### config.mk
export PLATFORM = sky130hd
export DESIGN_NAME = rpea_back
export DESIGN_NICKNAME = d
export VERILOG_FILES = /design/src/sv/rectilinear_path_enclosed_area_macros.svh /design/src/sv/rpea_pkg.sv /design/src/sv/rpea_back.sv
export SDC_FILE = /design/constraint.sdc
export NUM_CORES = 2
export LEC_CHECK = 0
export BUFFER_PORTS_ARGS = -buffer_cell sky130_fd_sc_hd__buf_2
export CORE_UTILIZATION = 55
export CTS_CLUSTER_SIZE = 14
export DETAILED_ROUTE_END_ITERATION = 12
export PLACE_DENSITY_LB_ADDON = 0.25
export SLEW_MARGIN = 20
export SYNTH_ARGS = -nofsm -noshare
export SYNTH_HDL_FRONTEND = slang
export SYNTH_SLANG_ARGS = --single-unit
### constraint.sdc
create_clock -name clk -period 7.4 [get_ports clk]
set_input_delay 0.74 -clock clk [delete_from_list [all_inputs] [get_ports clk]]
set_output_delay 0.74 -clock clk [all_outputs]
set_load 0.03 [all_outputs]
### src/sv/rectilinear_path_enclosed_area_macros.svh
// ============================================================================
// Assertion macros for the rectilinear path area counter
// Shorthand for clocked, reset-gated concurrent assertions.
// ============================================================================
`ifndef RECTILINEAR_PATH_ENCLOSED_AREA_MACROS_SVH
`define RECTILINEAR_PATH_ENCLOSED_AREA_MACROS_SVH

// Same-cycle implication, disabled while reset is asserted
`define RPEA_ASSERT_NOW(label, clk, rst_n, ante, cons, msg) \
    label: assert property (@(posedge clk) disable iff (!rst_n) (ante) |-> (cons)) \
        else $error(msg);

// Next-cycle implication, disabled while reset is asserted
`define RPEA_ASSERT_NEXT(label, clk, rst_n, ante, cons, msg) \
    label: assert property (@(posedge clk) disable iff (!rst_n) (ante) |=> (cons)) \
        else $error(msg);

`endif

### src/sv/rpea_pkg.sv
// ============================================================================
// Rectilinear path area counter - shared package
// Field widths, payload structs, direction codes and defaults.
// ============================================================================
package rpea_pkg;

    localparam int STEP_FIELD_W    = 20;
    localparam int POS_W           = 32;
    localparam int ACC_W           = 64;
    localparam int PERIM_W         = 31;
    localparam int OUT_W           = 62;
    localparam int STEP_BITS_DEF   = 20;
    localparam int QUEUE_DEPTH_DEF = 4;

    typedef enum logic [1:0] {
        DIR_RIGHT = 2'd0,
        DIR_DOWN  = 2'd1,
        DIR_LEFT  = 2'd2,
        DIR_UP    = 2'd3
    } dir_t;

    // One move of the path
    typedef struct packed {
        logic [1:0]              direction;
        logic [STEP_FIELD_W-1:0] step_count;
        logic                    last_move;
    } move_t;

    // One area result
    typedef struct packed {
        logic [OUT_W-1:0] enclosed_cells;
        logic             overflow;
    } area_t;

    // Classification of a move, handed from front to back
    typedef struct packed {
        logic neg;   // subtract the cross term
        logic last;  // closes the path
    } cls_t;

endpackage

### src/sv/rpea_back.sv
// ============================================================================
// Rectilinear path area counter - back end
// Multiplies each classified move, accumulates twice the area and the
// perimeter, and on the closing move forms the cell count by Pick's rule.
// ============================================================================
module rpea_back #(
    parameter int STEP_BITS = rpea_pkg::STEP_BITS_DEF
) (
    input  logic                              clk,
    input  logic                              rst_n,
    input  logic                              q_empty,
    output logic                              q_pop,
    input  logic [STEP_BITS-1:0]              step,
    input  logic signed [rpea_pkg::POS_W-1:0] coord,
    input  rpea_pkg::cls_t                    cls,
    output logic                              area_valid,
    input  logic                              area_ready,
    output rpea_pkg::area_t                   area
);
    import rpea_pkg::*;

    localparam int PROD_W = STEP_BITS + 1 + POS_W;

    // Product stage
    logic                     p_vld_reg;
    logic signed [PROD_W-1:0] p_prod_reg;
    logic [STEP_BITS-1:0]     p_step_reg;
    cls_t                     p_cls_reg;
    logic signed [PROD_W-1:0] prod_c;

    // Accumulators
    logic [ACC_W-1:0]   acc_reg;
    logic [PERIM_W-1:0] perim_reg;
    logic [ACC_W-1:0]   term_c;
    logic [ACC_W-1:0]   acc_next;
    logic [PERIM_W:0]   perim_sum;
    logic [PERIM_W-1:0] perim_next;

    // Final accumulator stage
    logic               c_vld_reg;
    logic [ACC_W-1:0]   c_acc_reg;
    logic [PERIM_W-1:0] c_perim_reg;

    // Magnitude stage
    logic               m_vld_reg;
    logic [ACC_W-1:0]   m_mag_reg;
    logic [PERIM_W-1:0] m_perim_reg;
    logic [ACC_W-1:0]   mag_c;

    // Output register
    logic               area_valid_reg;
    area_t              area_reg;
    logic [ACC_W-1:0]   total_c;
    logic               ovf_c;

    logic d_free, m_free, c_free, p_move, p_free;

    // Stage handshakes, back to front
    assign d_free = !area_valid_reg || area_ready;
    assign m_free = !m_vld_reg || d_free;
    assign c_free = !c_vld_reg || m_free;
    assign p_move = p_vld_reg && (!p_cls_reg.last || c_free);
    assign p_free = !p_vld_reg || p_move;
    assign q_pop  = !q_empty && p_free;

    // Cross term step * coordinate
    assign prod_c = $signed({1'b0, step}) * coord;

    always_ff @(posedge clk or negedge rst_n)
    begin
        if (!rst_n)
        begin
            p_vld_reg <= 1'b0;
            p_cls_reg <= '0;
        end
        else if (p_free)
        begin
            p_vld_reg <= q_pop;
            p_cls_reg <= cls;
        end
    end

    always_ff @(posedge clk)
    begin
        if (q_pop)
        begin
            p_prod_reg <= prod_c;
            p_step_reg <= step;
        end
    end

    // Accumulate signed area and saturating perimeter
    always_comb
    begin
        term_c     = {{(ACC_W - PROD_W){p_prod_reg[PROD_W-1]}}, p_prod_reg};
        acc_next   = p_cls_reg.neg ? (acc_reg - term_c) : (acc_reg + term_c);
        perim_sum  = {1'b0, perim_reg} + (PERIM_W + 1)'(p_step_reg);
        perim_next = perim_sum[PERIM_W] ? '1 : perim_sum[PERIM_W-1:0];
    end

    always_ff @(posedge clk or negedge rst_n)
    begin
        if (!rst_n)
        begin
            acc_reg   <= '0;
            perim_reg <= '0;
        end
        else if (p_move)
        begin
            if (p_cls_reg.last)
            begin
                acc_reg   <= '0;
                perim_reg <= '0;
            end
            else
            begin
                acc_reg   <= acc_next;
                perim_reg <= perim_next;
            end
        end
    end

    // Capture the totals of a closed path
    always_ff @(posedge clk or negedge rst_n)
    begin
        if (!rst_n)
        begin
            c_vld_reg <= 1'b0;
        end
        else if (c_free)
        begin
            c_vld_reg <= p_move && p_cls_reg.last;
        end
    end

    always_ff @(posedge clk)
    begin
        if (p_move && p_cls_reg.last && c_free)
        begin
            c_acc_reg   <= acc_next;
            c_perim_reg <= perim_next;
        end
    end

    // Take the magnitude of the accumulator
    assign mag_c = c_acc_reg[ACC_W-1] ? (~c_acc_reg + ACC_W'(1)) : c_acc_reg;

    always_ff @(posedge clk or negedge rst_n)
    begin
        if (!rst_n)
        begin
            m_vld_reg <= 1'b0;
        end
        else if (m_free)
        begin
            m_vld_reg <= c_vld_reg;
        end
    end

    always_ff @(posedge clk)
    begin
        if (c_vld_reg && m_free)
        begin
            m_mag_reg   <= mag_c;
            m_perim_reg <= c_perim_reg;
        end
    end

    // Area (half the shoelace sum) plus half perimeter plus one, saturated
    assign total_c = {1'b0, m_mag_reg[ACC_W-1:1]}
                   + ACC_W'(m_perim_reg[PERIM_W-1:1])
                   + ACC_W'(1);
    assign ovf_c   = |total_c[ACC_W-1:OUT_W];

    always_ff @(posedge clk or negedge rst_n)
    begin
        if (!rst_n)
        begin
            area_valid_reg <= 1'b0;
        end
        else if (d_free)
        begin
            area_valid_reg <= m_vld_reg;
        end
    end

    always_ff @(posedge clk)
    begin
        if (m_vld_reg && d_free)
        begin
            area_reg.enclosed_cells <= ovf_c ? '1 : total_c[OUT_W-1:0];
            area_reg.overflow       <= ovf_c;
        end
    end

    assign area_valid = area_valid_reg;
    assign area       = area_reg;

endmodule

==> impl_metrics.yaml <==
outcome:
  status: "finished, final reports clean"
yosys:
  synth_flop_cell: "edfxtp_1"
  ys_ff_latch: 424
  synth_area_leaders: "fa_1, edfxtp_1, ha_1"
  async_flop_share: 0.2382
  synth_edf_count: 323
  synth_seq_area_share: 0.2671
  synth_cell_type_count: 74
  yosys.area.top_type: "fa_1"
  synth_top_area_frac: 0.2790
  syn_avg_cell_area_um2: 10.04
  netlist_instances: 4562
  mappedNetlistNets: 5508
  mappedNetlistArea_um2: 45780
  synth_warnings: 0
setup_path:
  reg2reg_to: "c_acc_reg[60]"
  critPathMostFrequentCell: "fa_1"
  crit_family: "adder cells"
  r2r_setup_slack_ns: 0.98
  cp.arrival_ns: 7.44
  critical_path_buf_inv_count: 8
  ff2ff_path_depth: 18
  cp.required_ns: 7.72
  critPathKind: "in2reg"
  crit_slowest_cell: "fa_1"
  cp-start-kind: "input pin"
  timing.rr.start: "p_prod_reg[15]"
  cp_max_fo: 17
  endpoint_kind: "flop"
  critPathMaxStageDelay_ns: 0.58
sta:
  tightest_slew_ns: 1.065
  min_period_ns: 7.124
  fin_ws_ns: 0.2762
  hold_viol_final: 0
  finalSetupViolCount: 0
  fin_crit_sh: 0.9627
  skew_ns: 0.02665
  slew_headroom: 0.2902
  rsz0062_at_grt: "yes"
  slew_viol_final: 0
  fmax_mhz: 140.4
floorplanning:
  die_h_um: 290.5
  ioPinCount: 123
  initial_core_util: 0.5567
  die_area_um2: 84400
  die_width_um: 290.5
  core_area_um2: 82240
  rows: 105
clock_network:
  cts_buffers: 44
  cts.htree.levels: 2
  max-clock-path-buffers: 3
  post_cts_buffers: 0
  cts-root-buf: "clkbuf_16"
  path_clk_slew_ns: 0.07
  clock_latency_ns: 0.58
  cts_sinks: 424
  cts_tree: "yes"
cells_and_area:
  final_layout_size_suffix_gt1_frac: 0.1058
  nets: 5741
  final_common_cell: "inv_1"
  fin_cells: 5901
  final_cell_mix: "inv_1, fa_1, and2_1"
  fin_util: 0.6170
  diodes: 0
  syn2layout_area_growth_pct: 10.83
  n_fill_cell: 6746
detailed_routing:
  drtPass1Iterations: 5
  ant_nets: 0
  route.detailed.drc: 0
  drt_iter0_drc: 1844
  num_vias: 32550
  wire_per_inst_um: 17.67
  vias_per_cell: 5.516
  finalWirelength_um: 104300
min_path:
  holdCritPathClass: "in2async"
grt:
  antenna_found_initial: 2
  grt_pass1_wl_um: 174900
  grt_pass1_vias: 33900
  grt_max_degree: 90
  grt_use_total: 0.2555
  overflow: 0
place:
  gp_congestion: 0.9221
  portBuffers: 122
  dpl.cell_count: 5819
  dp_hpwl_um: 85840
  place_ws_ns: -0.4449
flow_run:
  drv_cap: 0
## cell type report
class	count	area (um2)	share of cell area
multi-input cells	3262	30370	0.5986
flip-flops and latches	424	12230	0.2410
repair buffers	385	2735	0.05390
inverters	678	2545	0.05016
well taps	1070	1339	0.02638
clock buffers	54	1222	0.02409
clock inverters	28	300.3	0.005918
## synth_stat cells (all sizes together), types with 18 or more instances
master and n:
dfrtp 101, and2 445, fa 638, xor2 65, clkbuf 195, nor3 53, nor2 144, o21a 18
a21oi 224, nand3 47, ha 250, nand4 23, inv 678, nor2b 31, and3 36, or3 24
xnor2 230, a211oi 22, o21bai 22, o31ai 27, nand2b 25, edfxtp 323, nand2 441, a22o 72
or4 20, a21o 86, a31oi 25, o21ai 134
## worst max-delay path by stage
stage / startpoint / end / cells after the start
6_report: coord[12] / p_prod_reg[43] / 26
3_3_place_gp: step[6] / p_prod_reg[50] / 25
4_1_cts: step[6] / p_prod_reg[46] / 24
3_5_place_dp: step[6] / p_prod_reg[50] / 25
5_1_grt: step[5] / p_prod_reg[51] / 28
2_1_floorplan: coord[23] / p_prod_reg[46] / 24
## per-stage QoR
stage	setup TNS, ns	area, um2	hold WS [ns]
floorplan	0	45810	0.4003
global placement	-3.291	49170	0.4024
detailed placement	-5.017	49170	0.4054
CTS	0	50690	0.2766
global route	-0.06951	50740	0.3233
finish	0	50740	0.2533
## metal layers
metal  wire length (um)  track usage
met1              47940       0.3641
met2              48700       0.4261
met3               5779      0.02730
met4               1863      0.05162
met5                 13            0
## cell families (layout without fill, tap and decap cells)
group	after synthesis	count (layout)	synth area share
simple gates	1347	1347	0.1522
fa+ha+maj	888	888	0.3473
buf+inv	876	1145	0.07182
compound gates	721	721	0.1027
flops	424	424	0.2671
xor+xnor	295	295	0.05644
mux	11	11	0.002542
## repair_timing
action,in CTS,in global routing
gates resized for setup,0,15
setup endpoints to repair,0,10
hold buffers,0,0
Power is left out: the tool's default activity adds up to more than one toggle a clock period on the data nets, which glitch-free logic cannot reach.
