## config.mk

```make
export PLATFORM = sky130hd
export DESIGN_NAME = rpea_queue
export DESIGN_NICKNAME = d
export VERILOG_FILES = /design/src/sv/rectilinear_path_enclosed_area_macros.svh /design/src/sv/rpea_pkg.sv /design/src/sv/rpea_queue.sv
export SDC_FILE = /design/constraint.sdc
export NUM_CORES = 1
export LEC_CHECK = 0
export BUFFER_PORTS_ARGS = -buffer_cell sky130_fd_sc_hd__buf_2
export CAP_MARGIN = 30
export CORE_ASPECT_RATIO = 1.25
export CORE_MARGIN = 3
export CORE_UTILIZATION = 50
export DETAILED_ROUTE_END_ITERATION = 16
export GPL_TIMING_DRIVEN = 0
export MAX_ROUTING_LAYER = met4
export PLACE_DENSITY = 0.72
export RECOVER_POWER = 25
export SLEW_MARGIN = 20
export SYNTH_ARGS = -nofsm -noshare
export SYNTH_HDL_FRONTEND = slang
export SYNTH_SLANG_ARGS = --single-unit
```

## constraint.sdc

```tcl
create_clock -name clk -period 1.6 [get_ports clk]
set_clock_uncertainty 0.15 [all_clocks]
set_input_delay 0.16 -clock clk [delete_from_list [all_inputs] [get_ports clk]]
set_output_delay 0.16 -clock clk [all_outputs]
set_load 0.02 [all_outputs]
```

## src/sv/rectilinear_path_enclosed_area_macros.svh

```systemverilog
// ============================================================================
// Assertion macros for the rectilinear path area counter
// Shorthand for clocked, reset-gated concurrent assertions.
// ============================================================================
`ifndef RECTILINEAR_PATH_ENCLOSED_AREA_MACROS_SVH
`define RECTILINEAR_PATH_ENCLOSED_AREA_MACROS_SVH

// Same-cycle implication, disabled while reset is asserted
`define RPEA_ASSERT_NOW(label, clk, rst_n, ante, cons, msg) \
    label: assert property (@(posedge clk) disable iff (!rst_n) (ante) |-> (cons)) \
        else $error(msg);

// Next-cycle implication, disabled while reset is asserted
`define RPEA_ASSERT_NEXT(label, clk, rst_n, ante, cons, msg) \
    label: assert property (@(posedge clk) disable iff (!rst_n) (ante) |=> (cons)) \
        else $error(msg);

`endif

```

## src/sv/rpea_pkg.sv

```systemverilog
// ============================================================================
// Rectilinear path area counter - shared package
// Field widths, payload structs, direction codes and defaults.
// ============================================================================
package rpea_pkg;

    localparam int STEP_FIELD_W    = 20;
    localparam int POS_W           = 32;
    localparam int ACC_W           = 64;
    localparam int PERIM_W         = 31;
    localparam int OUT_W           = 62;
    localparam int STEP_BITS_DEF   = 20;
    localparam int QUEUE_DEPTH_DEF = 4;

    typedef enum logic [1:0] {
        DIR_RIGHT = 2'd0,
        DIR_DOWN  = 2'd1,
        DIR_LEFT  = 2'd2,
        DIR_UP    = 2'd3
    } dir_t;

    // One move of the path
    typedef struct packed {
        logic [1:0]              direction;
        logic [STEP_FIELD_W-1:0] step_count;
        logic                    last_move;
    } move_t;

    // One area result
    typedef struct packed {
        logic [OUT_W-1:0] enclosed_cells;
        logic             overflow;
    } area_t;

    // Classification of a move, handed from front to back
    typedef struct packed {
        logic neg;   // subtract the cross term
        logic last;  // closes the path
    } cls_t;

endpackage

```

## src/sv/rpea_queue.sv

```systemverilog
// ============================================================================
// Rectilinear path area counter - command queue
// Small first-in first-out buffer between the front and the back.
// ============================================================================
module rpea_queue #(
    parameter int WIDTH = 8,
    parameter int DEPTH = rpea_pkg::QUEUE_DEPTH_DEF
) (
    input  logic                       clk,
    input  logic                       rst_n,
    input  logic                       push,
    input  logic [WIDTH-1:0]           push_data,
    input  logic                       pop,
    output logic [WIDTH-1:0]           pop_data,
    output logic                       full,
    output logic                       empty,
    output logic [$clog2(DEPTH+1)-1:0] count
);
    import rpea_pkg::*;

    localparam int PTR_W = (DEPTH > 1) ? $clog2(DEPTH) : 1;
    localparam int CNT_W = $clog2(DEPTH + 1);

    logic [WIDTH-1:0] mem [DEPTH];
    logic [PTR_W-1:0] wr_ptr_reg, wr_ptr_next;
    logic [PTR_W-1:0] rd_ptr_reg, rd_ptr_next;
    logic [CNT_W-1:0] count_reg, count_next;

    // Advance pointers with wrap at the depth and update the fill count
    always_comb
    begin
        wr_ptr_next = wr_ptr_reg;
        rd_ptr_next = rd_ptr_reg;
        if (push)
        begin
            wr_ptr_next = (wr_ptr_reg == PTR_W'(DEPTH - 1)) ? '0 : wr_ptr_reg + 1'b1;
        end
        if (pop)
        begin
            rd_ptr_next = (rd_ptr_reg == PTR_W'(DEPTH - 1)) ? '0 : rd_ptr_reg + 1'b1;
        end
        case ({push, pop})
            2'b10:   count_next = count_reg + 1'b1;
            2'b01:   count_next = count_reg - 1'b1;
            default: count_next = count_reg;
        endcase
    end

    always_ff @(posedge clk or negedge rst_n)
    begin
        if (!rst_n)
        begin
            wr_ptr_reg <= '0;
            rd_ptr_reg <= '0;
            count_reg  <= '0;
        end
        else
        begin
            wr_ptr_reg <= wr_ptr_next;
            rd_ptr_reg <= rd_ptr_next;
            count_reg  <= count_next;
        end
    end

    // Store the pushed beat
    always_ff @(posedge clk)
    begin
        if (push)
        begin
            mem[wr_ptr_reg] <= push_data;
        end
    end

    assign pop_data = mem[rd_ptr_reg];
    assign full     = (count_reg == CNT_W'(DEPTH));
    assign empty    = (count_reg == '0);
    assign count    = count_reg;

endmodule

```

==> summary.md, run 1 <==
Hold timing on the final database bottoms out at a slack of 0.05790 ns. After detailed routing, the average wire length per cell comes to 15.89 um. The distinct cell type count of the synthesized netlist is 19, and the async set-or-reset flop fraction in the synthesized netlist is 0.1795. The origin of the critical flop-to-flop path was count[0]. The initial cell density of the core is 0.5290. Summed over all layers, the global routing overflow is 0. Path class of the lowest-slack min-delay path: in2reg. The full die area is 3859 um^2.

The worst register-to-register path has a depth of 5. The post-route worst setup slack is -0.2951 ns, and the combinational share of power is 0.430. Switching power as a share of total power: 0.3218.

Kind of critical path: reg2out. Setup violations remaining at the end of the flow were counted as 8. The clock latency reported for the late side of the worst-skew pair came out at 0.34 ns. The count of input and output buffers is 24.

The floorplan step set the die width to 56.17 um. After floorplanning, the core was sized to cover 2973 um^2. Arrival time of data at the critical path endpoint: 1.59 ns. The layout has 209 filler cells. The floorplan step set the die height to 68.71 um. Using the TritonRoute via totals, the vias-per-cell ratio works out to 5.129.

Across the run, the number of max-cap violations was 0. Start point of the worst hold path: pop. The worst hold path terminates at count[0]. In this run the cell area of the synthesized design comes to 1573 um^2. Detailed routing inserted a total of 836 vias.

Summed over all cells, the static leakage comes to 0.7838 nW. The tools report the initial antenna violation count as 0. TritonCTS built the clock tree. The run gives 80 as the post-synthesis instance total. The tools report the clock tree root buffer cell as clkbuf_4. During I/O placement, the number of pins put on the boundary was 25.

The highest net fanout along the worst path was 4; the via count of the first global-routing pass was 887. Data on the critical path is required at its endpoint by 1.29 ns. The clock tree synthesis step divided the H-tree into 2 levels. Once detailed placement completed, the half-perimeter wirelength came to 1743 um. The fraction of layout instances using a drive strength above 1 is 0.3543, and the residual antenna-violating net count after detailed routing is 0. In the layout the commonest cells are edfxtp_1, dlygate4sd3_1, buf_2. VDD sags by at most 1054 uV. The synthesized design contains 32 enable-type register cells. The number of clock buffers added by TritonCTS is 5. The tools report the number of synthesis warnings as 0. The analysis attributes to net switching a power of 1.133 mW. The transition at the pin with the smallest max-transition slack is 0.3882 ns, and the number of pins with negative max-slew slack in the final report is 0.

The post-synthesis to final-layout area growth is 28.72%. The first detailed-routing pass ran for 4 iterations. For this block, the routed nets add up to 2590 um of wire.

The first global-routing pass estimated 4098 um of wire. The final reports fail on negative setup slack. Entering global routing, the biggest net connects 12 pins.

Setup repair after global routing could not meet its margin everywhere. The register with the most flip-flops in the layout has 32 of them. In this run the power density over the cells is 1739 nW/um^2. Leaving out fill and tap cells, the most frequent cell in the layout is edfxtp_1. The portion of the clock cycle consumed by the worst path in the final layout is 1.184, and the minimum period implied by the final worst setup slack is 1.895 ns. The worst setup path is launched from a flop. In this run, synthesis produced a sequential element count of 39.

Dividing the synthesized area by the synthesized cell count gives 19.66 um^2. The sequential element share of the synthesized area was 0.7224. The clock-pin slew on the worst setup and hold paths was 0.11 ns; the worst max-slew margin expressed relative to the limit was 0.7412. After layout, the design draws a total of 3.521 mW. The number of remaining DRC errors was 0; the total nets after synthesis was 99.

The worst setup path is captured at an output pin. Routability-driven placement finished with a final weighted congestion of 0.6448. The tools report the row count as 22. The run finished, with violations left. The net count of the finished layout is 145. The tools report the clock share of power as 0.156. The run gives 0.07 ns as the internal reg-to-reg setup slack. The worst hold path was traced through 3 stages. Cell internal power was estimated by the tool at 2.388 mW. The part of the power in registers is 0.414. Among all flip-flop cells after synthesis, the most frequent one is edfxtp_1. Number of DRC markers in iteration 0: 20. Endpoint of the worst-slack reg-to-reg timing path: count[2]. The run gives 0 as the antenna diode count. Overall routing resource usage: 0.1611. The number of hold violations in the final report is 0, and the clock net sink count is 39. Based on the critical path, the design can be clocked at up to 527.7 MHz. Counting along the longest clock path gives a buffer depth of 2.
## power by group through the flow
stage | Sequential (mW) | Clock, mW | Combinational, mW
2_1_floorplan | 1.49 | 0 | 0.824
3_3_place_gp | 1.44 | 0 | 1.17
3_5_place_dp | 1.47 | 0 | 1.22
4_1_cts | 1.44 | 0.568 | 1.27
5_1_grt | 1.48 | 0.613 | 1.65
6_report | 1.46 | 0.551 | 1.51
## Yosys cell counts (2+ instances only)
cell type / count / share of area
and2_1: 4 / 0.016
dfrtp_1: 7 / 0.11
edfxtp_1: 32 / 0.61
ha_1: 6 / 0.048
inv_1: 6 / 0.014
mux2_2: 2 / 0.014
mux4_2: 8 / 0.11
nor2_1: 2 / 0.0048
o21ai_0: 2 / 0.0064
xor2_1: 2 / 0.011
## cell families after synthesis
logic type,synth area share
compound gates,0.006365
fa+ha+maj,0.06046
buf+inv,0.02466
mux,0.1352
flops,0.7224
xor+xnor,0.01671
simple gates,0.03421
## per-stage QoR
stage / utilization / cell area (um^2) / instances / setup slack, ns / setup TNS (ns)
after floorplan: - / 1574 / 80 / 0.03304 / 0
after global placement: 0.5850 / 1739 / 140 / -0.007754 / -0.007754
after detailed placement: 0.5850 / 1739 / 140 / -0.02470 / -0.03632
after CTS: 0.6528 / 1941 / 161 / -0.3374 / -2.562
after global routing: 0.6810 / 2024 / 163 / -0.3658 / -2.842
final: 0.6810 / 2024 / 163 / -0.2951 / -2.291
## how the worst max path moves through the flow
stage | startpoint | end | slack [ns]
after CTS | rd_ptr_reg[0] | pop_data[3] | -0.34
after global routing | rd_ptr_reg[0] | pop_data[3] | -0.37
after detailed placement | push | count[2] | -0.02
final | rd_ptr_reg[0] | pop_data[5] | -0.30
after floorplan | count[1] | count[2] | 0.03
after global placement | push | count[2] | -0.008
## layout make-up
| type | count | area [um^2] | area share |
|---|---|---|---|
| Timing Repair Buffer | 39 | 322.8 | 0.1595 |
| Multi-Input combinational cell | 33 | 401.6 | 0.1984 |
| Inverter | 6 | 22.52 | 0.01112 |
| Buffer | 2 | 25.02 | 0.01236 |
| Clock buffer | 8 | 68.82 | 0.03399 |
| Tap cell | 36 | 45.04 | 0.02225 |
| Sequential cell | 39 | 1139 | 0.5624 |
## per-layer routing
| layer | vias to the layer above | GRT usage | part of all wire |
|---|---|---|---|
| li1 | 394 | - | - |
| met1 | 422 | 0.1622 | 0.36 |
| met5 | - | - | 0 |
| met3 | 5 | 0.03911 | 0.030 |
| met2 | 15 | 0.2734 | 0.58 |
| met4 | 0 | 0.1246 | 0.024 |
## critical path: stages, from the launching register on
cell and delay [ns]:
dfrtp_2 0.44, clkbuf_16 0.16, mux4_2 0.50, buf_6 0.15
## repair_timing
| action | 4_1_cts | 5_1_grt |
|---|---|---|
| endpoints found under the hold margin | 43 | 0 |
| gates cloned | 0 | 1 |
| hold buffers | 12 | 0 |
| setup endpoints to repair | 16 | 24 |
| resized for setup | 2 | 20 |
| setup buffers | 1 | 1 |
Power figures use the tool's default switching activity.
==> run 2, diff against run 1 <==
--- a/config.mk
+++ b/config.mk
@@ -7,7 +7,7 @@
 export LEC_CHECK = 0
 export BUFFER_PORTS_ARGS = -buffer_cell sky130_fd_sc_hd__buf_2
 export CAP_MARGIN = 30
-export CORE_ASPECT_RATIO = 1.25
+export CORE_ASPECT_RATIO = 0.5
 export CORE_MARGIN = 3
 export CORE_UTILIZATION = 50
 export DETAILED_ROUTE_END_ITERATION = 16
==> summary.md, run 2 (synthesis gave the netlist of run 1 again) <==
The logs give 2 for the maximum clock path buffer count and 141 for the number of placed instances, taps included. Clock latency on the worst-skew pair, taken at its later pin, is 0.28 ns. The total overflow left after global routing is 0.

The worst setup path is captured at an output pin. The number of DRC markers in iteration 0 is 36. The run finished, with violations left.

Dividing total power by cell area gives a power density of 1890 nW/um^2. Adding up every negative setup slack in the final design gives -1.763 ns. At the worst endpoint, the required time is 1.29 ns.

The first global-routing pass estimated 4381 um of wire. In this run, CTS created clock tree buffers numbering 5. For the initial cell density of the core, the log shows 0.5655. The tools report the number of hold violations in the final report as 0.

For this run, the top clock speed supported by timing is 545.8 MHz. The row count is 13, and the minimum period implied by the final worst setup slack is 1.832 ns. Relative to the synthesized area, the layout overhead comes to 31.11%. Setup violations remaining at the end of the flow were counted as 8. Summed over all cells, the static leakage comes to 0.8003 nW.

At the worst endpoint, the arrival time is 1.52 ns. The detailed router placed 853 vias in this run. Using the TritonRoute via totals, the vias-per-cell ratio works out to 5.265. The tools report the pre-CTS worst setup slack as -0.1125 ns.

The worst max-slew margin expressed relative to the limit is 0.7204, and the via count of the first global-routing pass is 883. The final reports fail on negative setup slack. After floorplanning, the core was sized to cover 2781 um^2.

The logs give 2 for the number of H-tree branching levels and 3.897 mW for the sum of internal, switching and leakage power. After the last flow step, the layout net total stands at 143. The register with the most flip-flops in the layout has 32 of them. CTS saw 39 sinks. In the routed design, unresolved DRC markers number 0. The final design instance area without fill is 2062 um^2, and the transition at the pin with the smallest max-transition slack is 0.4194 ns. From bottom edge to top edge, the die measures 45.66 um. Once detailed placement completed, the half-perimeter wirelength came to 1817 um. The path class of the tightest hold or removal check is in2reg. The tools report the post-layout utilization of the core as 0.7413.

Overall routing resource usage: 0.1627. The number of pins with negative max-slew slack in the final report was 0; the clock-pin slew on the worst setup and hold paths was 0.07 ns. Setup repair after global routing could not meet its margin everywhere.

The final routed wire length divided by cell count is 16.96 um, and the antenna diode count is 0. The length of the first detailed-routing pass in iterations came out at 3. At the end of routability-driven placement, the weighted congestion stood at 0.6392. Measured along the x axis, the die boundary spans 85.32 um.

The final layout contains routed wiring with a total length of 2747 um. The tools report the initial antenna violation count as 0. The tools report the type of element launching the critical path as a flop.

The finished layout holds 162 standard cells, fillers aside. The library cell used most frequently in the layout, excluding fill and tap cells, is edfxtp_1. The post-place instance area was 1740 um^2; the highest net fanout along the worst path was 4.

The fraction of layout instances using a drive strength above 1 is 0.3760. The clock tree root buffer cell is clkbuf_8. Kind of critical path: reg2out. Entering global routing, the biggest net connects 13 pins. Post-route worst setup slack: -0.2321 ns. The logs give 0 for the residual antenna-violating net count after detailed routing and 1153 uV for the worst supply voltage drop on vdd. The tightest hold path in the finished design has a slack of 0.02974 ns. The portion of the clock cycle consumed by the worst path in the final layout is 1.145, and the number of max-cap violations is 0.

Leaving out fill and tap cells, the most frequent cells in the layout are edfxtp_1, buf_2, dlygate4sd3_1. Full die area: 3895 um^2. 25 I/O pins were placed.

TritonCTS built the clock tree. In this run the tool buffered the top-level ports with 24 buffer cells.
-- run 2: cell types whose count changed in the layout (fill, tap and decap cells not counted) --
cell	before	now
buf_2	11	13
fa_2	0	1
clkbuf_4	5	0
bufinv_16	0	2
buf_6	8	7
fa_1	1	0
dlygate4sd3_1	12	10
buf_8	0	1
clkbuf_8	2	5
clkbuf_1	7	6
buf_12	1	0
-- run 2: path summary, 6_finish.rpt --
kind / startpoint / end / slack, ns / cells past startpoint
min in group asynchronous: rst_n / wr_ptr_reg[0] / 0.15 / 2
max in group asynchronous: rst_n / rd_ptr_reg[0] / 0.85 / 2
max reg2reg: count[0] / count[2] / 0.06 / 5
min reg2reg: count[0] / count[0] / 0.35 / 1
min: pop / rd_ptr_reg[1] / 0.03 / 2
max: rd_ptr_reg[0] / pop_data[2] / -0.23 / 3
-- run 2: repair_timing --
| item | 4_1_cts | 5_1_grt |
|---|---|---|
| hold buffers | 10 | 0 |
| hold endpoints to repair | 41 | 0 |
| pin swaps | 0 | 1 |
| cloned | 0 | 1 |
| resized for setup | 1 | 19 |
| setup buffers | 1 | 1 |
| endpoints found under the setup margin | 8 | 31 |
-- run 2: area by class of cell --
cell class,count,area [um^2]
inverter,6,22.52
sequential,39,1139
clock buffer,6,72.57
timing repair buffer,37,297.8
fill,162,719.4
buffer,2,20.02
tap,37,46.29
clock inverter,2,60.06
multi-input combinational,33,404.1
-- run 2: metal layers --
| layer | vias to the layer above | share of wire | global-route usage |
|---|---|---|---|
| met2 | 19 | 0.52 | 0.2855 |
| met1 | 441 | 0.43 | 0.1858 |
| met5 | - | 0 | - |
| met3 | 3 | 0.045 | 0.05054 |
| li1 | 390 | - | - |
| met4 | 0 | 0.0062 | 0.04732 |
-- run 2: power by group --
group	leakage [nW]	switching, mW	internal [mW]
Combinational	0.360	0.730	0.758
Clock	0.0654	0.322	0.623
Sequential	0.375	0.122	1.34
Total	0.800	1.18	2.72
-- run 2: worst max-delay path, cell delays in order, from the launching register on --
cell,delay [ns]
dfrtp_2,0.43
clkbuf_16,0.17
mux4_2,0.50
buf_6,0.15
==> run 3, diff against run 2 <==
--- a/config.mk
+++ b/config.mk
@@ -5,7 +5,7 @@
 export SDC_FILE = /design/constraint.sdc
 export NUM_CORES = 1
 export LEC_CHECK = 0
-export BUFFER_PORTS_ARGS = -buffer_cell sky130_fd_sc_hd__buf_2
+export BUFFER_PORTS_ARGS = -buffer_cell sky130_fd_sc_hd__buf_4
 export CAP_MARGIN = 30
 export CORE_ASPECT_RATIO = 0.5
 export CORE_MARGIN = 3
==> summary.md, run 3 (synthesis gave the netlist of run 1 again) <==
The flow ran to the end, but the final reports show violations. The checks that failed: negative setup slack. Setup violations remaining at the end of the flow were counted as 8. The clock tree root buffer cell is clkbuf_8.

The initial cell density of the core came out at 0.5655. The cell depth of the worst hold path works out to 2. The initial antenna violation count is 0, and the power density over cell area is 1887 nW/um^2. The logs give 2 for the number of H-tree branching levels and 3895 um^2 for the full die area. In this design, the stage delay of the slowest critical-path cell is 0.53 ns. The run gives 850 as the via count of the first global-routing pass. For this run the aggregate overflow at the end of global routing stands at 0.

The clock-pin slew on the worst setup and hold paths is 0.07 ns, and the first-pass GRT wire length is 4381 um. The run gives -0.2451 ns as the post-route worst setup slack. The global placement routability congestion is 0.6463, and the number of buffers inserted during clock tree synthesis is 5.

In this run the core area contains 13 standard-cell rows. The slowest stage of the critical path belongs to the cell mux4_2. The post-layout utilization of the core was 0.7508.

Using the TritonRoute via totals, the vias-per-cell ratio works out to 5.267. Number of remaining DRC errors: 0. Leaving out fill and tap cells, the most frequent cell in the layout is edfxtp_1.

The register with the most flip-flops in the layout has 32 of them. In this run the worst hold path is classified as in2reg. Setup repair after global routing could not meet its margin everywhere. The tools report the kind of end point of the critical path as an output pin. After detailed routing, the average wire length per cell comes to 17.13 um.

The logs give 404.1 um^2 for the multi-input combinational cell area and 25 for the I/O pin count. The cell type group with the largest total delay on the critical path is multiplexers. The tools report the number of pins with negative max-slew slack in the final report as 0. After detailed placement, the total cell area comes to 1800 um^2.

The minimum period implied by the final worst setup slack is 1.845 ns. Worst max-slew margin expressed relative to the limit: 0.7105. The repair_antennas step left the layout with diodes totalling 0. The clock passes through at most 2 buffers. For the worst setup path, the data arrival time is 1.54 ns.

After detailed routing, the total wire length is 2758 um. The fmax came out at 542.0 MHz. The fraction of layout instances using a drive strength above 1 is 0.3710, and the number of max-cap violations is 0. Counting every sink on the clock net gives 39. Number of filler cells placed in the layout: 166.

The final route contains 848 vias. The portion of the clock cycle consumed by the worst path in the final layout was 1.153; the length of the first detailed-routing pass in iterations was 4. The run gives 1731 um as the sum of net half-perimeters after detailed placement. In this run the critical register-to-register path is launched from count[0]. The worst hold path begins at pop. Walking the worst path, the cells encountered are buf_8 > mux4_2 > buf_6. For the pin with the worst max-slew slack, the measured transition is 0.4343 ns.

The worst register-to-register path has a setup slack of 0.08 ns. Together, buffers and inverters on the worst path number 2. The type of element launching the critical path is a flop. The overall routing resource usage came out at 0.1624.

The run gives 2781 um^2 as the core region area. The maximum number of pins on one net before global-route repair was 13; the count of input and output buffers was 24. For the number of hold violations in the final report, the log shows 0. The endpoint identified for the worst register-to-register timing path is count[2]. The number of nets in the layout came out at 142.

Summing internal, switching and leakage power gives 3.941 mW. The depth of the most critical reg-to-reg path works out to 5. In this run the static leakage power is 0.8058 nW.

In this run the worst setup path begins at rd_ptr_reg[0]. The top cell types in the final layout, fill and taps aside, are edfxtp_1, buf_4, dlygate4sd3_1. Final design instance area without fill: 2088 um^2. TritonCTS built the clock tree.

The tightest hold path in the finished design has a slack of 0.009826 ns. For hold timing, the worst endpoint is rd_ptr_reg[1]. In this run the worst path has a maximum fanout of 5. The tools report the clock latency reported for the late side of the worst-skew pair as 0.28 ns. The horizontal die dimension came out at 85.32 um. After the first detailed-routing iteration, the DRC count stood at 37. The tools report the residual antenna-violating net count after detailed routing as 0. From synthesis to final layout, the design area changed by 32.78%.

The area used by sequential logic in the layout is 1139 um^2, and the critical path required time is 1.29 ns. The worst-case IR drop observed on VDD is 1335 uV. The die is 45.66 um tall.

The worst setup path is of the reg2out kind.
==> run 3: final cells by class <==
class	count	share of cell area
clock buffer	6	0.03475
inverter	6	0.01078
clock inverter	2	0.02876
timing repair buffer	36	0.1552
multi-input combinational	33	0.1935
buffer	2	0.009587
sequential	39	0.5452
tap	37	0.02217
==> run 3: power by group <==
group          leakage, nW  switching, mW  internal (mW)
clock network       0.0654          0.318          0.623
registers            0.375          0.126           1.34
logic                0.366          0.736          0.797
==> run 3: metal layers <==
layer  GRT usage  part of all wire  vias up
li1            -                 -      388
met5           -                 0        -
met4     0.04732                 0        0
met3     0.04332             0.049        0
met1      0.2056              0.46      430
met2      0.2654              0.49       30
==> run 3: stage by stage <==
step	std cells	setup slack, ns	setup TNS [ns]
final	161	-0.2451	-1.748
after global routing	161	-0.2884	-2.123
after CTS	160	-0.2310	-1.816
after detailed placement	141	-0.09696	-0.09696
after global placement	141	-0.006297	-0.006297
after floorplan	80	0.03304	0
==> run 3: worst register-to-register path: stages (launching register included) <==
cell,delay (ns)
dfrtp_2,0.40
inv_1,0.08
fa_2,0.39
xor2_1,0.14
nor2_1,0.11
xor2_1,0.17
==> run 3: timing repair <==
action / CTS / global route
setup buffers: 1 / 0
resized for setup: 9 / 5
hold buffers: 10 / 0
cloned: 0 / 1
endpoints found under the hold margin: 41 / 0
endpoints found under the setup margin: 8 / 30
==> run 3: how the worst max path moves through the flow <==
stage                        to  slack, ns  cells past startpoint
floorplan              count[2]       0.03                      5
global placement       count[2]     -0.006                      8
detailed placement     count[2]       -0.1                      8
CTS                 pop_data[3]      -0.23                      3
global route        pop_data[3]      -0.29                      3
finish              pop_data[3]      -0.25                      3
